==> src/rtl/core/trdf_pkg.sv <==
// Package for the touch report decode filter.
// Holds report and result structs, status codes and configuration indexes.
// No dependencies.
`default_nettype none

package trdf_pkg;

  localparam int unsigned CoordW = 10;
  localparam int unsigned CfgIndexW = 1;
  localparam int unsigned CfgDataW = 10;

  localparam logic [7:0] STATUS_RELEASE = 8'h80;
  localparam logic [7:0] STATUS_ONE = 8'h81;
  localparam logic [7:0] STATUS_TWO = 8'h82;

  localparam logic [CfgIndexW-1:0] CFG_DUAL_POINT_MODE = 1'b0;
  localparam logic [CfgIndexW-1:0] CFG_MOVE_THRESHOLD = 1'b1;

  localparam logic [CoordW-1:0] THRESHOLD_RESET = 10'd3;
  localparam logic [CoordW-1:0] COORD_RESET = '1;

  typedef enum logic [1:0] {
    EVENT_NONE = 2'd0,
    EVENT_ONE = 2'd1,
    EVENT_TWO = 2'd2,
    EVENT_RELEASE = 2'd3
  } event_kind_t;

  typedef struct packed {
    logic [7:0] status_byte;
    logic [7:0] x_one_high;
    logic [7:0] x_one_low;
    logic [7:0] y_one_high;
    logic [7:0] y_one_low;
    logic [7:0] x_two_high;
    logic [7:0] x_two_low;
    logic [7:0] y_two_high;
    logic [7:0] y_two_low;
  } trdf_report_t;

  typedef struct packed {
    logic [1:0] event_kind;
    logic [CoordW-1:0] point_one_x;
    logic [CoordW-1:0] point_one_y;
    logic [CoordW-1:0] point_two_x;
    logic [CoordW-1:0] point_two_y;
    logic ack_request;
  } trdf_result_t;

  typedef struct packed {
    logic dual_point_mode;
    logic [CoordW-1:0] move_threshold;
  } trdf_cfg_t;

endpackage

`default_nettype wire

==> src/rtl/core/trdf_cfg.sv <==
// Configuration registers of the touch report decode filter.
// Depends on trdf_pkg.
`default_nettype none

module trdf_cfg
  import trdf_pkg::*;
(
  input  wire logic                 clk,
  input  wire logic                 rst,
  input  wire logic                 cfg_valid,
  output logic                      cfg_ready,
  input  wire logic [CfgIndexW-1:0] cfg_index,
  input  wire logic [CfgDataW-1:0]  cfg_data,
  output trdf_cfg_t                 cfg
);

  trdf_cfg_t regs;

  assign cfg_ready = 1'b1;
  assign cfg = regs;

  always_ff @(posedge clk) begin
    if (rst) begin
      regs.dual_point_mode <= 1'b0;
      regs.move_threshold <= THRESHOLD_RESET;
    end else if (cfg_valid) begin
      case (cfg_index)
        CFG_DUAL_POINT_MODE: regs.dual_point_mode <= cfg_data[0];
        CFG_MOVE_THRESHOLD: regs.move_threshold <= cfg_data[CoordW-1:0];
        default: ;
      endcase
    end
  end

endmodule

`default_nettype wire

==> src/rtl/core/trdf_filter.sv <==
// Report decode and movement deadband of the touch report decode filter.
// Holds the last reported point and first-point flag; depends on trdf_pkg.
`default_nettype none

module trdf_filter
  import trdf_pkg::*;
(
  input  wire logic   clk,
  input  wire logic   rst,
  input  wire logic   fire,
  input  wire trdf_report_t report,
  input  wire trdf_cfg_t    cfg,
  output trdf_result_t result
);

  logic [CoordW-1:0] last_x, last_x_next;
  logic [CoordW-1:0] last_y, last_y_next;
  logic awaiting_first, awaiting_first_next;

  logic [CoordW-1:0] x1, y1, x2, y2;
  logic [CoordW-1:0] dx, dy;
  logic moved;

  assign x1 = {report.x_one_high[1:0], report.x_one_low};
  assign y1 = {report.y_one_high[1:0], report.y_one_low};
  assign x2 = {report.x_two_high[1:0], report.x_two_low};
  assign y2 = {report.y_two_high[1:0], report.y_two_low};

  assign dx = (x1 >= last_x) ? (x1 - last_x) : (last_x - x1);
  assign dy = (y1 >= last_y) ? (y1 - last_y) : (last_y - y1);
  assign moved = awaiting_first || (dx >= cfg.move_threshold) || (dy >= cfg.move_threshold);

  always_comb begin
    result = '0;
    last_x_next = last_x;
    last_y_next = last_y;
    awaiting_first_next = awaiting_first;
    if (report.status_byte == STATUS_RELEASE) begin
      result.event_kind = EVENT_RELEASE;
      result.ack_request = 1'b1;
      awaiting_first_next = 1'b1;
    end else if (report.status_byte inside {STATUS_ONE, STATUS_TWO}) begin
      if (cfg.dual_point_mode) begin
        result.point_one_x = x1;
        result.point_one_y = y1;
        if (report.status_byte == STATUS_TWO) begin
          result.event_kind = EVENT_TWO;
          result.point_two_x = x2;
          result.point_two_y = y2;
        end else begin
          result.event_kind = EVENT_ONE;
        end
      end else if (moved) begin
        result.event_kind = EVENT_ONE;
        result.point_one_x = x1;
        result.point_one_y = y1;
        last_x_next = x1;
        last_y_next = y1;
        awaiting_first_next = 1'b0;
      end
    end
  end

  always_ff @(posedge clk) begin
    if (rst) begin
      last_x <= COORD_RESET;
      last_y <= COORD_RESET;
      awaiting_first <= 1'b1;
    end else if (fire) begin
      last_x <= last_x_next;
      last_y <= last_y_next;
      awaiting_first <= awaiting_first_next;
    end
  end

endmodule

`default_nettype wire

==> src/rtl/core/touch_report_decode_filter.sv <==
// Touch report decode filter: one raw controller report in, one touch event out.
// Depends on trdf_pkg, trdf_cfg and trdf_filter.
//
// Takes one report per clock while report_stall is low and gives one result per report.
// The report is registered, decoded and filtered in one pass against the last reported
// point, and the result is registered. The result register and the input register are
// the only stages, so a stall on the result side holds the block after at most one more
// report is taken.
// Configuration writes are always accepted, since cfg_ready is tied high, and belong while the block is idle.
`default_nettype none

module touch_report_decode_filter
  import trdf_pkg::*;
(
  input  wire logic                 clk,
  input  wire logic                 rst,
  input  wire logic                 report_valid,
  output logic                      report_stall,
  input  wire trdf_report_t         report,
  output logic                      result_valid,
  input  wire logic                 result_stall,
  output trdf_result_t              result,
  input  wire logic                 cfg_valid,
  output logic                      cfg_ready,
  input  wire logic [CfgIndexW-1:0] cfg_index,
  input  wire logic [CfgDataW-1:0]  cfg_data
);

  trdf_cfg_t cfg;
  logic stage_valid;
  trdf_report_t stage_report;
  trdf_result_t filt_result;
  logic advance;
  logic fire;

  assign advance = !result_valid || !result_stall;
  assign fire = stage_valid && advance;
  assign report_stall = stage_valid && !advance;

  trdf_cfg u_cfg (
    .clk       (clk),
    .rst       (rst),
    .cfg_valid (cfg_valid),
    .cfg_ready (cfg_ready),
    .cfg_index (cfg_index),
    .cfg_data  (cfg_data),
    .cfg       (cfg)
  );

  trdf_filter u_filter (
    .clk    (clk),
    .rst    (rst),
    .fire   (fire),
    .report (stage_report),
    .cfg    (cfg),
    .result (filt_result)
  );

  always_ff @(posedge clk) begin
    if (rst) begin
      stage_valid <= 1'b0;
    end else if (!stage_valid || advance) begin
      stage_valid <= report_valid;
    end
  end

  always_ff @(posedge clk) begin
    if ((!stage_valid || advance) && report_valid) begin
      stage_report <= report;
    end
  end

  always_ff @(posedge clk) begin
    if (rst) begin
      result_valid <= 1'b0;
    end else if (advance) begin
      result_valid <= stage_valid;
    end
  end

  always_ff @(posedge clk) begin
    if (fire) begin
      result <= filt_result;
    end
  end

endmodule

`default_nettype wire

==> config.mk <==
export PLATFORM = sky130hd
export DESIGN_NAME = touch_report_decode_filter
export DESIGN_NICKNAME = d
export VERILOG_FILES = /design/src/rtl/core/trdf_pkg.sv /design/src/rtl/core/trdf_cfg.sv /design/src/rtl/core/trdf_filter.sv /design/src/rtl/core/touch_report_decode_filter.sv
export SDC_FILE = /design/constraint.sdc
export NUM_CORES = 1
export LEC_CHECK = 0
export ABC_AREA = 0
export BUFFER_PORTS_ARGS = -buffer_cell sky130_fd_sc_hd__buf_2
export CAP_MARGIN = 20
export CORE_UTILIZATION = 48
export DETAILED_ROUTE_END_ITERATION = 12
export PLACE_DENSITY_LB_ADDON = 0.2
export SYNTH_ARGS = -nofsm -noshare
export SYNTH_HDL_FRONTEND = slang
export SYNTH_HIERARCHICAL = 1
export SYNTH_SLANG_ARGS = --single-unit
export TNS_END_PERCENT = 1
==> constraint.sdc <==
create_clock -name clk -period 6.3 [get_ports clk]
set_clock_uncertainty 0.05 [all_clocks]
set_input_delay 1.575 -clock clk [delete_from_list [all_inputs] [get_ports clk]]
set_output_delay 1.575 -clock clk [all_outputs]
set_load 0.1 [all_outputs]
==> flow_metrics.tcl <==
set metrics [dict create \
    port_buffers 108 \
    cts_tree "done" \
    drc 0 \
    dr.pass1.iters 7 \
    crit_arrival_ns 5.05 \
    dp.cells 871 \
    wl_per_cell_um 15.54 \
    avgSynthCellArea_um2 11.04 \
    drtIter0Drc 295 \
    slew_headroom_pct 22.34 \
    maxSlewViolCount 0 \
    netlist_area_mm2 0.006765 \
    ctsResizeCount 0 \
    vias 4776 \
    final_common_cell "buf_2" \
    design.core.area_mm2 0.01383 \
    drive_gt1_share_pct 23.20 \
    power_density_mw_per_mm2 271.2 \
    setup_viol 0 \
    reg2reg_slack_ns 1.37 \
    antenna_cells 0 \
    cap_violations 0 \
    status "finished clean" \
    grt_pass1_vias 4748 \
    cts_buffers 17 \
    whs_endpoint "u_cfg/cfg[1]" \
    fmax_mhz 202.8 \
    rows 43 \
    layoutNonFillerInstCount 904 \
    fin_setup_tns_ns 0 \
    p_leak_nw 3.505 \
    clock_sinks 125 \
    grt_pass1_wl_um 22980 \
    ios 134 \
    synth_fp_nets 763 \
    critical_path.startpoint "stage_report[32]" \
    irDropWorstVdd_uv 238.1 \
    grt_antenna_before_repair 0 \
    crit_fanout 21 \
    min_period_ns 4.930 \
    finalCritPeriodShare_pct 78.26 \
    clockRootBuffer "clkbuf_16" \
    clk_latency_ns 0.42 \
    grt_start_max_net_pins 56 \
    r2r_start "stage_report[32]" \
    finalHoldViolations 0 \
    r2r-end "result[30]" \
    dieArea_mm2 0.01457 \
    antenna_left 0 \
    initial_core_util_pct 48.93 \
    worstHoldStart "u_cfg/cfg[1]" \
    hold_class "register to register" \
    rsz0062_at_grt "false" \
    synth_warnings 6 \
    min_path_cells 1 \
    clockBufferDepth 2 \
    crit_path_start_kind "register" \
    cp-end-kind "register" \
    tightest_slew_ns 1.161 \
    fp.dieW_um 120.7 \
    synthToLayoutAreaGrowth_pct 18.11 \
    clk_pin_slew_ns 0.06 \
    power.total_mw 2.167 \
    drt-total-wl_um 14050 \
    dp_hpwl_um 9918 \
    rr_worst_depth 15 \
    grt_overflow_total 0 \
    ctsHoldBuffers 0 \
    postCtsSetupBuffers 0 \
    gp_congestion 0.8955 \
    die_h_um 120.7 \
    final_nets 861 \
    worst-setup-path-type "register to register" \
    syn_inst 613 \
    final_cell_mix "buf_2 (108), edfxtp_1 (91), inv_1 (59), nor2_1 (59), ha_1 (58)" \
    grt_usage_pct 20.72 \
    cts_htree_levels 4 \
    required_ns 6.42 \
    via_per_inst 5.283 \
]
-- worst max path at each step --
stage,end,slack [ns],cells after the start
2_1_floorplan,u_filter/last_x[0],0.24,5
3_3_place_gp,result[30],1.45,15
3_5_place_dp,result[30],1.41,15
4_1_cts,result[30],1.38,15
5_1_grt,result[30],1.02,17
6_report,result[30],1.37,15
-- routing by layer --
layer	wire length (um)	up-vias	share of wire, %	track usage, %
met5	0	-	0	0
met4	235	0	1.7	8.102
met3	705	15	5.0	5.660
met2	7043	132	50	35.42
met1	6064	2253	43	24.69
li1	-	2376	-	-
-- stage by stage --
| stage | setup slack (ns) | util (%) | hold WS (ns) | instance area (um2) |
|---|---|---|---|---|
| 3_3_place_gp | 1.447 | 53.46 | 0.3989 | 7392 |
| 3_5_place_dp | 1.409 | 53.46 | 0.4043 | 7392 |
| 5_1_grt | 1.019 | 57.79 | 0.4419 | 7990 |
| 4_1_cts | 1.379 | 57.73 | 0.4193 | 7983 |
| 6_report | 1.370 | 57.79 | 0.4147 | 7990 |
| 2_1_floorplan | 0.2426 | - | 0.3854 | 6765 |
-- area by class of cell --
class	count	area, um2
Fill cell	1175	5837
Sequential cell	125	3413
Multi-Input combinational cell	395	2962
Timing Repair Buffer	113	578.1
Clock buffer	17	425.4
Tap cell	180	225.2
Inverter	59	221.5
Clock inverter	15	165.2
-- worst max-delay path, cell delays in order, from the launching register on --
cell and delay, ns:
edfxtp_1 0.42, inv_1 0.11, ha_1 0.15, inv_1 0.07
fa_1 0.39, nand3_1 0.14, a31oi_2 0.13, o41ai_4 0.81
mux2i_1 0.30, xor2_1 0.17, ha_1 0.25, nor2b_1 0.13
o21ai_0 0.14, o211ai_1 0.18, a211oi_4 0.98, and3b_1 0.27
-- sequential cells by signal, indices dropped and copies added (netlist names) --
register	cells
u_filter/awaiting_first	1
u_filter/last_y	10
result_valid	1
u_filter/last_x	10
stage_report	48
result	43
u_cfg/cfg	11
stage_valid	1
-- power by group --
group / total [mW] / switching [mW] / internal, mW
clock network: 0.959 / 0.425 / 0.534
logic: 0.275 / 0.193 / 0.0822
registers: 0.933 / 0.0155 / 0.917
total: 2.17 / 0.634 / 1.53
Note: power is estimated with default switching activity, not from simulation.
